==> src/spae_pkg.sv <==
`default_nettype none
// ----------------------------------------------------------------------------
// spae_pkg
// Shared types and codes for the sparse polynomial engine: transaction
// payloads, operation and status codes, and controller/datapath command links.
// ----------------------------------------------------------------------------
package spae_pkg;

  localparam int MAX_TERMS_DEF = 32;
  localparam int COEF_BITS_DEF = 16;

  localparam logic [2:0] OP_CLEAR  = 3'd0;
  localparam logic [2:0] OP_LOAD1  = 3'd1;
  localparam logic [2:0] OP_LOAD2  = 3'd2;
  localparam logic [2:0] OP_ADD    = 3'd3;
  localparam logic [2:0] OP_SUB    = 3'd4;
  localparam logic [2:0] OP_DERIV1 = 3'd5;
  localparam logic [2:0] OP_DERIV2 = 3'd6;

  localparam logic [1:0] ST_TERM  = 2'd0;
  localparam logic [1:0] ST_EMPTY = 2'd1;
  localparam logic [1:0] ST_ACK   = 2'd2;
  localparam logic [1:0] ST_FULL  = 2'd3;

  typedef struct packed {
    logic [2:0]         op;
    logic signed [15:0] coeff;
    logic [7:0]         exponent;
  } in_item_t;

  typedef struct packed {
    logic signed [23:0] res_coeff;
    logic [7:0]         res_exponent;
    logic [1:0]         status;
    logic               last;
  } out_item_t;

  typedef enum logic [4:0] {
    DP_NONE,
    DP_LATCH,
    DP_CLEAR,
    DP_LD_SCAN_RD,
    DP_LD_SCAN_ADV,
    DP_LD_SHIFT_RD,
    DP_LD_SHIFT_WR,
    DP_LD_PUT,
    DP_MG_RD,
    DP_MG_STEP,
    DP_DV_RD,
    DP_DV_STEP,
    DP_EM_START,
    DP_EM_CAP,
    DP_EM_SCAN_RD,
    DP_EM_SCAN_ADV,
    DP_EM_SETP,
    DP_EM_RD,
    DP_EM_OUT,
    DP_OUT_ST
  } dp_op_t;

  typedef struct packed {
    dp_op_t     op;
    logic [1:0] st;
  } dp_cmd_t;

  typedef struct packed {
    logic [2:0] op;
    logic       zero;
    logic       full;
    logic       scan_go;
    logic       shift_go;
    logic       mg_go;
    logic       dv_go;
    logic       wb_empty;
    logic       scan_more;
    logic       run_eq;
    logic       run_end;
    logic       last;
    logic       out_free;
  } dp_stat_t;

endpackage
`default_nettype wire

==> src/spae_ctrl.sv <==
`default_nettype none
// ----------------------------------------------------------------------------
// spae_ctrl
// Sequencer for the polynomial engine: load insert, merge, derive and the
// run-reversing emit pass, issued to the datapath one command per cycle.
// ----------------------------------------------------------------------------
module spae_ctrl (
  input  wire logic              clk,
  input  wire logic              rst_n,
  input  wire logic              in_valid,
  output logic                   in_ready,
  input  wire spae_pkg::dp_stat_t stat,
  output spae_pkg::dp_cmd_t      cmd
);
  import spae_pkg::*;

  typedef enum logic [4:0] {
    S_IDLE, S_DISPATCH, S_LD_SRD, S_LD_SCMP, S_LD_SHRD, S_LD_SHWR, S_LD_PUT,
    S_MG_RD, S_MG_STEP, S_DV_RD, S_DV_STEP, S_EM_CHK, S_EM_START, S_EM_CAP,
    S_EM_SRD, S_EM_SCMP, S_EM_PRD, S_EM_OUT, S_ST_OUT
  } state_t;

  state_t     state_r, state_nxt;
  logic [1:0] st_code_r, st_code_nxt;

  assign in_ready = (state_r == S_IDLE);

  always_comb begin
    state_nxt   = state_r;
    st_code_nxt = st_code_r;
    cmd.op      = DP_NONE;
    cmd.st      = st_code_r;
    case (state_r)
      S_IDLE: begin
        if (in_valid) begin
          cmd.op    = DP_LATCH;
          state_nxt = S_DISPATCH;
        end
      end
      S_DISPATCH: begin
        case (stat.op)
          OP_CLEAR: begin
            cmd.op      = DP_CLEAR;
            st_code_nxt = ST_ACK;
            state_nxt   = S_ST_OUT;
          end
          OP_LOAD1, OP_LOAD2: begin
            if (stat.zero) begin
              st_code_nxt = ST_ACK;
              state_nxt   = S_ST_OUT;
            end else if (stat.full) begin
              st_code_nxt = ST_FULL;
              state_nxt   = S_ST_OUT;
            end else begin
              state_nxt = S_LD_SRD;
            end
          end
          OP_ADD, OP_SUB:     state_nxt = S_MG_RD;
          OP_DERIV1, OP_DERIV2: state_nxt = S_DV_RD;
          default: begin
            st_code_nxt = ST_EMPTY;
            state_nxt   = S_ST_OUT;
          end
        endcase
      end
      S_LD_SRD: begin
        cmd.op    = DP_LD_SCAN_RD;
        state_nxt = S_LD_SCMP;
      end
      S_LD_SCMP: begin
        if (stat.scan_go) begin
          cmd.op    = DP_LD_SCAN_ADV;
          state_nxt = S_LD_SRD;
        end else begin
          state_nxt = S_LD_SHRD;
        end
      end
      S_LD_SHRD: begin
        if (stat.shift_go) begin
          cmd.op    = DP_LD_SHIFT_RD;
          state_nxt = S_LD_SHWR;
        end else begin
          state_nxt = S_LD_PUT;
        end
      end
      S_LD_SHWR: begin
        cmd.op    = DP_LD_SHIFT_WR;
        state_nxt = S_LD_SHRD;
      end
      S_LD_PUT: begin
        if (stat.out_free) begin
          cmd.op    = DP_LD_PUT;
          cmd.st    = ST_ACK;
          state_nxt = S_IDLE;
        end
      end
      S_MG_RD: begin
        if (stat.mg_go) begin
          cmd.op    = DP_MG_RD;
          state_nxt = S_MG_STEP;
        end else begin
          state_nxt = S_EM_CHK;
        end
      end
      S_MG_STEP: begin
        cmd.op    = DP_MG_STEP;
        state_nxt = S_MG_RD;
      end
      S_DV_RD: begin
        if (stat.dv_go) begin
          cmd.op    = DP_DV_RD;
          state_nxt = S_DV_STEP;
        end else begin
          state_nxt = S_EM_CHK;
        end
      end
      S_DV_STEP: begin
        cmd.op    = DP_DV_STEP;
        state_nxt = S_DV_RD;
      end
      S_EM_CHK: begin
        if (stat.wb_empty) begin
          st_code_nxt = ST_EMPTY;
          state_nxt   = S_ST_OUT;
        end else begin
          state_nxt = S_EM_START;
        end
      end
      S_EM_START: begin
        cmd.op    = DP_EM_START;
        state_nxt = S_EM_CAP;
      end
      S_EM_CAP: begin
        cmd.op    = DP_EM_CAP;
        state_nxt = S_EM_SRD;
      end
      S_EM_SRD: begin
        if (stat.scan_more) begin
          cmd.op    = DP_EM_SCAN_RD;
          state_nxt = S_EM_SCMP;
        end else begin
          cmd.op    = DP_EM_SETP;
          state_nxt = S_EM_PRD;
        end
      end
      S_EM_SCMP: begin
        if (stat.run_eq) begin
          cmd.op    = DP_EM_SCAN_ADV;
          state_nxt = S_EM_SRD;
        end else begin
          cmd.op    = DP_EM_SETP;
          state_nxt = S_EM_PRD;
        end
      end
      S_EM_PRD: begin
        cmd.op    = DP_EM_RD;
        state_nxt = S_EM_OUT;
      end
      S_EM_OUT: begin
        if (stat.out_free) begin
          cmd.op = DP_EM_OUT;
          if (stat.last)         state_nxt = S_IDLE;
          else if (stat.run_end) state_nxt = S_EM_START;
          else                   state_nxt = S_EM_PRD;
        end
      end
      S_ST_OUT: begin
        if (stat.out_free) begin
          cmd.op    = DP_OUT_ST;
          state_nxt = S_IDLE;
        end
      end
      default: state_nxt = S_IDLE;
    endcase
  end

  always_ff @(posedge clk) begin
    if (!rst_n) begin
      state_r   <= S_IDLE;
      st_code_r <= ST_ACK;
    end else begin
      state_r   <= state_nxt;
      st_code_r <= st_code_nxt;
    end
  end

endmodule
`default_nettype wire

==> src/spae_dp.sv <==
`default_nettype none
// ----------------------------------------------------------------------------
// spae_dp
// Datapath: two sorted term stores, the merge/derive arithmetic, a work
// buffer of result terms, walk pointers and the output register.
// ----------------------------------------------------------------------------
module spae_dp #(
  parameter int MAX_TERMS = spae_pkg::MAX_TERMS_DEF,
  parameter int COEF_BITS = spae_pkg::COEF_BITS_DEF
) (
  input  wire logic               clk,
  input  wire logic               rst_n,
  input  wire spae_pkg::in_item_t in_data,
  input  wire spae_pkg::dp_cmd_t  cmd,
  output spae_pkg::dp_stat_t      stat,
  output logic                    out_valid,
  input  wire logic               out_ready,
  output spae_pkg::out_item_t     out_data
);
  import spae_pkg::*;

  localparam int IW  = (MAX_TERMS > 1) ? $clog2(MAX_TERMS) : 1;
  localparam int CW  = $clog2(MAX_TERMS + 1);
  localparam int WAW = $clog2(2 * MAX_TERMS);
  localparam int WCW = $clog2(2 * MAX_TERMS + 1);
  localparam int SW  = COEF_BITS + 8;
  localparam int EW  = (COEF_BITS + 9 > 25) ? COEF_BITS + 9 : 25;
  localparam logic signed [EW-1:0] RHI = EW'(8388607);
  localparam logic signed [EW-1:0] RLO = -RHI - EW'(1);
  localparam logic signed [32:0]   CHI = 33'((64'sd1 <<< (COEF_BITS - 1)) - 64'sd1);
  localparam logic signed [32:0]   CLO = -CHI - 33'sd1;

  logic [SW-1:0] st1_mem [MAX_TERMS];
  logic [SW-1:0] st2_mem [MAX_TERMS];
  logic [31:0]   wb_mem  [2*MAX_TERMS];

  logic [SW-1:0]  rd1_r, rd2_r;
  logic [31:0]    wrd_r;
  in_item_t       in_r;
  logic [7:0]     run_exp_r;
  out_item_t      out_r;
  logic           out_valid_r, out_valid_nxt;
  logic [CW-1:0]  cnt1_r, cnt1_nxt, cnt2_r, cnt2_nxt;
  logic [CW-1:0]  i_r, i_nxt, j_r, j_nxt;
  logic [WCW-1:0] n_r, n_nxt, rs_r, rs_nxt, re_r, re_nxt, rend_r, rend_nxt, k_r, k_nxt;

  logic          sel;
  logic [CW-1:0] cnt_sel, jm;
  logic [SW-1:0] rd_sel;
  logic [IW-1:0] ra1, ra2, wa;
  logic [SW-1:0] swd;
  logic          we1, we2;

  assign sel     = (in_r.op == OP_LOAD2) || (in_r.op == OP_DERIV2);
  assign cnt_sel = sel ? cnt2_r : cnt1_r;
  assign rd_sel  = sel ? rd2_r : rd1_r;
  assign jm      = j_r - CW'(1);

  // saturated load coefficient
  logic signed [32:0] cx, csat;
  always_comb begin
    cx   = 33'(in_r.coeff);
    csat = (cx > CHI) ? CHI : ((cx < CLO) ? CLO : cx);
  end

  always_comb begin
    ra1 = i_r[IW-1:0];
    ra2 = i_r[IW-1:0];
    if (cmd.op == DP_MG_RD) ra2 = j_r[IW-1:0];
    if (cmd.op == DP_LD_SHIFT_RD) begin
      ra1 = jm[IW-1:0];
      ra2 = jm[IW-1:0];
    end
    if (cmd.op == DP_LD_PUT) begin
      wa  = i_r[IW-1:0];
      swd = {csat[COEF_BITS-1:0], in_r.exponent};
    end else begin
      wa  = j_r[IW-1:0];
      swd = rd_sel;
    end
    we1 = ((cmd.op == DP_LD_SHIFT_WR) || (cmd.op == DP_LD_PUT)) && !sel;
    we2 = ((cmd.op == DP_LD_SHIFT_WR) || (cmd.op == DP_LD_PUT)) && sel;
  end

  always_ff @(posedge clk) begin
    if (we1) st1_mem[wa] <= swd;
    rd1_r <= st1_mem[ra1];
  end

  always_ff @(posedge clk) begin
    if (we2) st2_mem[wa] <= swd;
    rd2_r <= st2_mem[ra2];
  end

  // merge and derive arithmetic
  logic signed [COEF_BITS-1:0] c1, c2, cs;
  logic [7:0]                  e1, e2, es;
  logic signed [EW-1:0]        a1, b2, prod, val, vsat;
  logic [7:0]                  vexp;
  logic                        has1, has2, adv_i, adv_j, wv;

  always_comb begin
    c1   = rd1_r[SW-1:8];
    e1   = rd1_r[7:0];
    c2   = rd2_r[SW-1:8];
    e2   = rd2_r[7:0];
    cs   = rd_sel[SW-1:8];
    es   = rd_sel[7:0];
    has1 = i_r < cnt1_r;
    has2 = j_r < cnt2_r;
    a1   = EW'(c1);
    b2   = (in_r.op == OP_SUB) ? -EW'(c2) : EW'(c2);
    prod = EW'(cs) * EW'($signed({1'b0, es}));
    adv_i = 1'b0;
    adv_j = 1'b0;
    if (cmd.op == DP_DV_STEP) begin
      val   = prod;
      vexp  = (es == 8'd0) ? 8'd0 : es - 8'd1;
      adv_i = 1'b1;
    end else if (has1 && has2 && (e1 == e2)) begin
      val   = a1 + b2;
      vexp  = e1;
      adv_i = 1'b1;
      adv_j = 1'b1;
    end else if (!has2 || (has1 && (e1 > e2))) begin
      val   = a1;
      vexp  = e1;
      adv_i = 1'b1;
    end else begin
      val   = b2;
      vexp  = e2;
      adv_j = 1'b1;
    end
    vsat = (val > RHI) ? RHI : ((val < RLO) ? RLO : val);
    wv   = ((cmd.op == DP_MG_STEP) || (cmd.op == DP_DV_STEP)) && (val != '0);
  end

  // work buffer of nonzero result terms
  logic [WCW-1:0] rend_p1, wra;
  assign rend_p1 = rend_r + WCW'(1);

  always_comb begin
    case (cmd.op)
      DP_EM_START:   wra = rs_r;
      DP_EM_SCAN_RD: wra = rend_p1;
      default:       wra = re_r;
    endcase
  end

  always_ff @(posedge clk) begin
    if (wv) wb_mem[n_r[WAW-1:0]] <= {vsat[23:0], vexp};
    wrd_r <= wb_mem[wra[WAW-1:0]];
  end

  // pointer and count updates
  always_comb begin
    cnt1_nxt      = cnt1_r;
    cnt2_nxt      = cnt2_r;
    i_nxt         = i_r;
    j_nxt         = j_r;
    n_nxt         = n_r;
    rs_nxt        = rs_r;
    re_nxt        = re_r;
    rend_nxt      = rend_r;
    k_nxt         = k_r;
    out_valid_nxt = out_valid_r && !out_ready;
    case (cmd.op)
      DP_LATCH: begin
        i_nxt  = '0;
        // loads shift down from the count; merge walks store two from its head
        j_nxt  = (in_data.op == OP_LOAD2) ? cnt2_r :
                 ((in_data.op == OP_LOAD1) ? cnt1_r : '0);
        n_nxt  = '0;
        rs_nxt = '0;
        k_nxt  = '0;
      end
      DP_CLEAR: begin
        cnt1_nxt = '0;
        cnt2_nxt = '0;
      end
      DP_LD_SCAN_ADV: i_nxt = i_r + CW'(1);
      DP_LD_SHIFT_WR: j_nxt = jm;
      DP_LD_PUT: begin
        if (sel) cnt2_nxt = cnt2_r + CW'(1);
        else     cnt1_nxt = cnt1_r + CW'(1);
        out_valid_nxt = 1'b1;
      end
      DP_MG_STEP, DP_DV_STEP: begin
        i_nxt = i_r + CW'(adv_i);
        j_nxt = j_r + CW'(adv_j);
        n_nxt = n_r + WCW'(wv);
      end
      DP_EM_START:    rend_nxt = rs_r;
      DP_EM_SCAN_ADV: rend_nxt = rend_p1;
      DP_EM_SETP:     re_nxt   = rend_r;
      DP_EM_OUT: begin
        out_valid_nxt = 1'b1;
        k_nxt         = k_r + WCW'(1);
        if (re_r == rs_r) rs_nxt = rend_p1;
        else              re_nxt = re_r - WCW'(1);
      end
      DP_OUT_ST: out_valid_nxt = 1'b1;
      default: ;
    endcase
  end

  always_ff @(posedge clk) begin
    if (!rst_n) begin
      cnt1_r      <= '0;
      cnt2_r      <= '0;
      i_r         <= '0;
      j_r         <= '0;
      n_r         <= '0;
      rs_r        <= '0;
      re_r        <= '0;
      rend_r      <= '0;
      k_r         <= '0;
      out_valid_r <= 1'b0;
    end else begin
      cnt1_r      <= cnt1_nxt;
      cnt2_r      <= cnt2_nxt;
      i_r         <= i_nxt;
      j_r         <= j_nxt;
      n_r         <= n_nxt;
      rs_r        <= rs_nxt;
      re_r        <= re_nxt;
      rend_r      <= rend_nxt;
      k_r         <= k_nxt;
      out_valid_r <= out_valid_nxt;
    end
  end

  logic [WCW:0] k_p1;
  assign k_p1 = {1'b0, k_r} + (WCW+1)'(1);

  always_ff @(posedge clk) begin
    if (cmd.op == DP_LATCH) in_r <= in_data;
    if (cmd.op == DP_EM_CAP) run_exp_r <= wrd_r[7:0];
    case (cmd.op)
      DP_LD_PUT, DP_OUT_ST: begin
        out_r.res_coeff    <= '0;
        out_r.res_exponent <= '0;
        out_r.status       <= cmd.st;
        out_r.last         <= 1'b1;
      end
      DP_EM_OUT: begin
        out_r.res_coeff    <= wrd_r[31:8];
        out_r.res_exponent <= wrd_r[7:0];
        out_r.status       <= ST_TERM;
        out_r.last         <= (k_p1 == {1'b0, n_r});
      end
      default: ;
    endcase
  end

  assign out_valid = out_valid_r;
  assign out_data  = out_r;

  always_comb begin
    stat.op        = in_r.op;
    stat.zero      = (in_r.coeff == '0);
    stat.full      = (cnt_sel == CW'(MAX_TERMS));
    stat.scan_go   = (i_r < cnt_sel) && (rd_sel[7:0] > in_r.exponent);
    stat.shift_go  = (j_r > i_r);
    stat.mg_go     = has1 || has2;
    stat.dv_go     = (i_r < cnt_sel);
    stat.wb_empty  = (n_r == '0);
    stat.scan_more = ({1'b0, rend_p1} < {1'b0, n_r});
    stat.run_eq    = (wrd_r[7:0] == run_exp_r);
    stat.run_end   = (re_r == rs_r);
    stat.last      = (k_p1 == {1'b0, n_r});
    stat.out_free  = !out_valid_r || out_ready;
  end

  a_cnt1_max: assert property (@(posedge clk) disable iff (!rst_n)
    cnt1_r <= CW'(MAX_TERMS)) else $error("store one count overflow");
  a_cnt2_max: assert property (@(posedge clk) disable iff (!rst_n)
    cnt2_r <= CW'(MAX_TERMS)) else $error("store two count overflow");
  a_wb_bound: assert property (@(posedge clk) disable iff (!rst_n)
    {1'b0, n_r} <= (WCW+1)'(cnt1_r) + (WCW+1)'(cnt2_r))
    else $error("work buffer holds more terms than the stores");
  a_term_nz: assert property (@(posedge clk) disable iff (!rst_n)
    (out_valid_r && (out_r.status == ST_TERM)) |-> (out_r.res_coeff != '0))
    else $error("zero coefficient term emitted");

endmodule
`default_nettype wire

==> src/sparse_polynomial_arith_engine_unit.sv <==
`default_nettype none
// Clear and status-only transactions pass through dispatch to the output register.
// Load: scan past larger exponents, shift the later entries, then put the new term.
// Add/subtract/derive: walk stored terms into the work buffer, then per result run
// scan the run and emit its terms in reverse order.
// One transaction at a time; in_ready is high only while the controller is idle.
// Reset clears counts and control; term stores and work buffer are not cleared.
// ----------------------------------------------------------------------------
// sparse_polynomial_arith_engine_unit
// Top level: sparse polynomial load, add, subtract and derive engine.
// ----------------------------------------------------------------------------
module sparse_polynomial_arith_engine_unit #(
  parameter int MAX_TERMS = spae_pkg::MAX_TERMS_DEF,
  parameter int COEF_BITS = spae_pkg::COEF_BITS_DEF
) (
  input  wire logic                clk,
  input  wire logic                rst_n,
  input  wire logic                in_valid,
  output logic                     in_ready,
  input  wire spae_pkg::in_item_t  in_data,
  output logic                     out_valid,
  input  wire logic                out_ready,
  output spae_pkg::out_item_t      out_data
);
  import spae_pkg::*;

  dp_cmd_t  cmd;
  dp_stat_t stat;

  spae_ctrl u_ctrl (
    .clk      (clk),
    .rst_n    (rst_n),
    .in_valid (in_valid),
    .in_ready (in_ready),
    .stat     (stat),
    .cmd      (cmd)
  );

  spae_dp #(
    .MAX_TERMS (MAX_TERMS),
    .COEF_BITS (COEF_BITS)
  ) u_dp (
    .clk       (clk),
    .rst_n     (rst_n),
    .in_data   (in_data),
    .cmd       (cmd),
    .stat      (stat),
    .out_valid (out_valid),
    .out_ready (out_ready),
    .out_data  (out_data)
  );

endmodule
`default_nettype wire
==> config.mk <==
export PLATFORM = sky130hd
export DESIGN_NAME = sparse_polynomial_arith_engine_unit
export DESIGN_NICKNAME = d
export VERILOG_FILES = /design/src/spae_pkg.sv /design/src/spae_ctrl.sv /design/src/spae_dp.sv /design/src/sparse_polynomial_arith_engine_unit.sv
export SDC_FILE = /design/constraint.sdc
export NUM_CORES = 2
export LEC_CHECK = 0
export BUFFER_PORTS_ARGS = -buffer_cell sky130_fd_sc_hd__buf_4
export CAP_MARGIN = 5
export CORE_ASPECT_RATIO = 1.2
export CORE_MARGIN = 1
export CORE_UTILIZATION = 35
export DETAILED_ROUTE_END_ITERATION = 12
export GPL_TIMING_DRIVEN = 0
export PLACE_DENSITY = 0.59
export REMOVE_ABC_BUFFERS = 1
export SYNTH_ARGS = -nofsm -noshare
export SYNTH_HDL_FRONTEND = slang
export SYNTH_SLANG_ARGS = --single-unit
==> constraint.sdc <==
create_clock -name clk -period 11.69 [get_ports clk]
set_input_delay 2.338 -clock clk [delete_from_list [all_inputs] [get_ports clk]]
set_output_delay 2.338 -clock clk [all_outputs]
set_load 0.05 [all_outputs]
==> impl_metrics.csv <==
group,metric,value,unit
setup_path,crit_start,"u_dp.stat[12]",
die,fp-row-count,269,
yosys,synth_top_area_frac,0.6962,
setup_path,ff2ff_setup_slack,0.81,ns
setup_path,end_kind,"register",
yosys,yosys_warnings,0,
global_routing,track_usage,0.1857,
placement,dp_hpwl,287300,µm
sta,skew,0.1176,ns
global_routing,globalRouteMet3Util,0.02841,
yosys,synth_area_leaders,"edfxtp_1, nand2_1, mux2i_1, mux4_2, nand3_1",
yosys,ys_dominant_reg_cell,"edfxtp_1",
global_routing,antenna_found_initial,20,
global_routing,grt-busiest-layer,"met2",
sta,setup_violations,0,
clock_tree,clockRootBuffer,"clkbuf_16",
clock_tree,cts.sinks,3801,
sta,drv_slew,0,
detailed_routing,ant_nets,0,
setup_path,cp_slowest_stage_delay,0.88,ns
die,io_pins,68,
yosys,synth_compound_area_frac,0.06273,
detailed_routing,via_count,95640,
sta,fmax,0.09189,GHz
clock_tree,clk_pin_slew,0.06,ns
global_routing,grt_pass1_vias,92840,
setup_path,arrival,11.63,ns
sta,period_share,0.9310,
global_routing,grt-ovfl-total,0,
run,drv_cap,0,
yosys,yosysSeqAreaShare,0.7149,
cells_and_area,n_fill_cell,40070,
cells_and_area,fin_area,186700,µm²
yosys,synthArstFlopShare,0,
cells_and_area,fin_util,0.4171,
die,core_area,447600,µm²
hold_path,min_delay_path_depth,1,
placement,place_area,173900,µm²
yosys,synth_seq_cells,3801,
yosys,synth_cell_type_count,86,
yosys,synth_area_per_cell,14.29,µm²
yosys,synthAdderAreaFrac,0.02475,
setup_path,crit_required,12.44,ns
setup_path,crit_slowest_cell,"a21boi_1",
die,die_area,453000,µm²
setup_path,critPathCapture,"u_dp.wb_mem[39][8]",
sta,layout_min_cycle_time,10.88,ns
yosys,mappedNetlistArea,157600,µm²
cells_and_area,area_delta_synth_final,18.47,%
setup_path,path_common_cell,"buf_6",
detailed_routing,drt_wl_total,434000,µm
setup_path,r2r-end,"u_dp.wb_mem[39][8]",
sta,slew_headroom,0.03887,
cells_and_area,drive_gt1_frac,0.1526,
global_routing,use_met2,0.3141,
clock_tree,clk_path_buf_depth,4,
yosys,yosys.area.top_type,"edfxtp_1",
yosys,synth_top_family_by_area,"simple AND/OR/NAND/NOR gates",
detailed_routing,via_per_inst,5.396,
die,fp.dieW,614.6,µm
setup_path,rr_worst_depth,32,
run_status,outcome,"finished clean",
yosys,synth-edff-count,3654,
placement,place.gp.congestion,0.8844,
hold_path,holdCritPathClass,"register to register",
yosys,synth_xor_xnor_area_share,0.005057,
placement,portBuffers,67,
power,ir_drop,885.7,µV
setup_path,start_kind,"register",
clock_tree,htree_levels,5,
global_routing,grt_pass1_wl,631500,µm
detailed_routing,post-route-drc-count,0,
sta,worst_slew_pin_slew,1.429,ns
yosys,synthSimpleGateAreaFrac,0.1045,
power,power,57.54,mW
detailed_routing,dr.pass1.iters,7,
clock_tree,cts_buffers,394,
sta,tns,0,ns
yosys,synth_cells,11030,
global_routing,globalRouteMet1Util,0.2413,
die,initial_core_util,0.3521,
sta,finalHoldViolCount,0,
setup_path,r2r_start,"u_dp.stat[12]",
power,leakagePower,64.06,nW
die,dieHeight,737.1,µm
cells_and_area,nets,11690,
clock_tree,postCtsSetupBuffers,0,
clock_tree,clk-insertion-delay-late,1.01,ns
yosys,synth_mux_area_frac,0.06390,
setup_path,worstPathMaxFanout,31,
detailed_routing,post_drt_wl_per_cell,24.49,µm
power,powerDensity,308.2,nW/µm²
sta,rsz0062_at_grt,"false",
clock_tree,cts_tree,"yes",
global_routing,grt_max_degree,114,
detailed_routing,drtIter0Drc,9750,
setup_path,crit_type,"register to register",
## cells in the final DEF (no fill, tap or decap), types with 39 or more instances in the layout
cell type | netlist | layout
clkinv_1 | 0 | 77
nor3_1 | 143 | 74
buf_4 | 43 | 98
clkinv_2 | 0 | 62
clkbuf_1 | 297 | 92
mux2i_1 | 449 | 448
buf_8 | 0 | 73
nor2_1 | 361 | 286
dfxtp_1 | 147 | 147
buf_6 | 0 | 259
nor2_4 | 0 | 73
a21oi_1 | 354 | 327
a31oi_1 | 126 | 122
nand3_1 | 663 | 661
fa_1 | 103 | 103
buf_16 | 0 | 91
o21ai_0 | 173 | 163
and3_1 | 204 | 203
and2_1 | 47 | 46
a311oi_1 | 112 | 112
mux2_2 | 104 | 103
clkbuf_16 | 0 | 400
a221oi_1 | 143 | 143
nor3_2 | 5 | 70
xnor2_1 | 54 | 54
inv_1 | 227 | 225
ha_1 | 131 | 131
o22ai_1 | 43 | 43
mux4_2 | 195 | 195
nand2_1 | 2245 | 2240
o31ai_1 | 39 | 39
edfxtp_1 | 3654 | 3654
buf_12 | 0 | 148
a32oi_1 | 140 | 140
## state kept, by name (all words and copies together) (netlist names)
signal / flops
u_dp.rd2_r: 24
u_dp.wb_mem: 2048
u_dp.stat: 3
u_dp.j_r: 6
u_dp.re_r: 7
u_dp.n_r: 7
u_ctrl.st_code_r: 2
u_dp.rd1_r: 24
u_dp.cnt2_r: 6
u_dp.st1_mem: 768
u_dp.rend_r: 7
u_dp.wrd_r: 32
u_dp.cx: 16
u_dp.run_exp_r: 8
u_dp.st2_mem: 768
u_dp.in_r: 8
u_dp.out_valid: 1
u_dp.k_r: 7
u_dp.i_r: 6
u_dp.cnt1_r: 6
u_dp.rs_r: 7
u_ctrl.state_r: 5
u_dp.out_data: 35
## stage by stage
step / setup WS [ns] / hold slack (ns) / std cells
after global routing: 0.4614 / 0.4971 / 17720
final: 0.8072 / 0.4739 / 17730
after CTS: 0.4163 / 0.4735 / 17720
after detailed placement: -0.5121 / 0.4574 / 16990
after floorplan: -11.76 / 0.4369 / 10360
after global placement: -50.40 / 0.4489 / 16390
## cells in the mapped netlist, types with 147 or more instances
library cell,n
edfxtp_1,3654
nand2_1,2245
nand3_1,663
mux2i_1,449
nor2_1,361
a21oi_1,354
clkbuf_1,297
inv_1,227
buf_2,226
and3_1,204
mux4_2,195
o21ai_0,173
dfxtp_1,147
## report_power, final
part | switching, mW | internal (mW) | leakage, nW
combinational | 16.3 | 7.27 | 23.8
sequential | 0.416 | 21.2 | 34.1
clock | 5.23 | 7.12 | 6.18
total | 21.9 | 35.6 | 64.1
## cells by family after synthesis
| group | count (synthesis) |
|---|---|
| simple gates | 3819 |
| flops | 3801 |
| compound gates | 1420 |
| buf+inv | 895 |
| mux | 749 |
| fa+ha+maj | 254 |
| xor+xnor | 91 |
## worst max-delay path: cells and delay by family (launching register included)
| family | cells | cell delay, ns |
|---|---|---|
| AO/OA/AOI/OAI | 8 | 3.13 |
| buffers and inverters | 12 | 2.65 |
| adder cells (fa/ha/maj) | 5 | 2.06 |
| AND/OR/NAND/NOR | 6 | 1.68 |
| XOR/XNOR | 1 | 0.54 |
| flip-flops | 1 | 0.53 |
## routing by layer
metal | vias up | share of wire
met2 | 3712 | 0.49
met5 | - | 0.00013
met3 | 730 | 0.071
li1 | 42550 | -
met1 | 48630 | 0.40
met4 | 10 | 0.040
## cell type report
cell class / count / area, µm² / area share
clock buffers: 515 / 10670 / 0.05716
clock inverters: 209 / 2049 / 0.01098
inverters: 229 / 859.6 / 0.004604
diodes: 7 / 17.52 / 0.00009382
multi-input cells: 6333 / 42760 / 0.2290
flip-flops and latches: 3801 / 112700 / 0.6035
well taps: 5962 / 7460 / 0.03995
repair buffers: 669 / 10220 / 0.05472
## timing repair
item,CTS,global route
endpoints found under the setup margin,999,0
resized for setup,3,0
hold buffers,0,0
## worst min-delay path by stage
stage                           to                start
3_3_place_gp   u_ctrl.st_code_r[1]  u_ctrl.st_code_r[1]
4_1_cts        u_ctrl.st_code_r[1]  u_ctrl.st_code_r[1]
6_report       u_ctrl.st_code_r[1]  u_ctrl.st_code_r[1]
2_1_floorplan  u_ctrl.st_code_r[1]  u_ctrl.st_code_r[1]
3_5_place_dp   u_ctrl.st_code_r[1]  u_ctrl.st_code_r[1]
5_1_grt               u_dp.rs_r[2]         u_dp.rs_r[2]
Note: power is estimated with default switching activity, not from simulation.
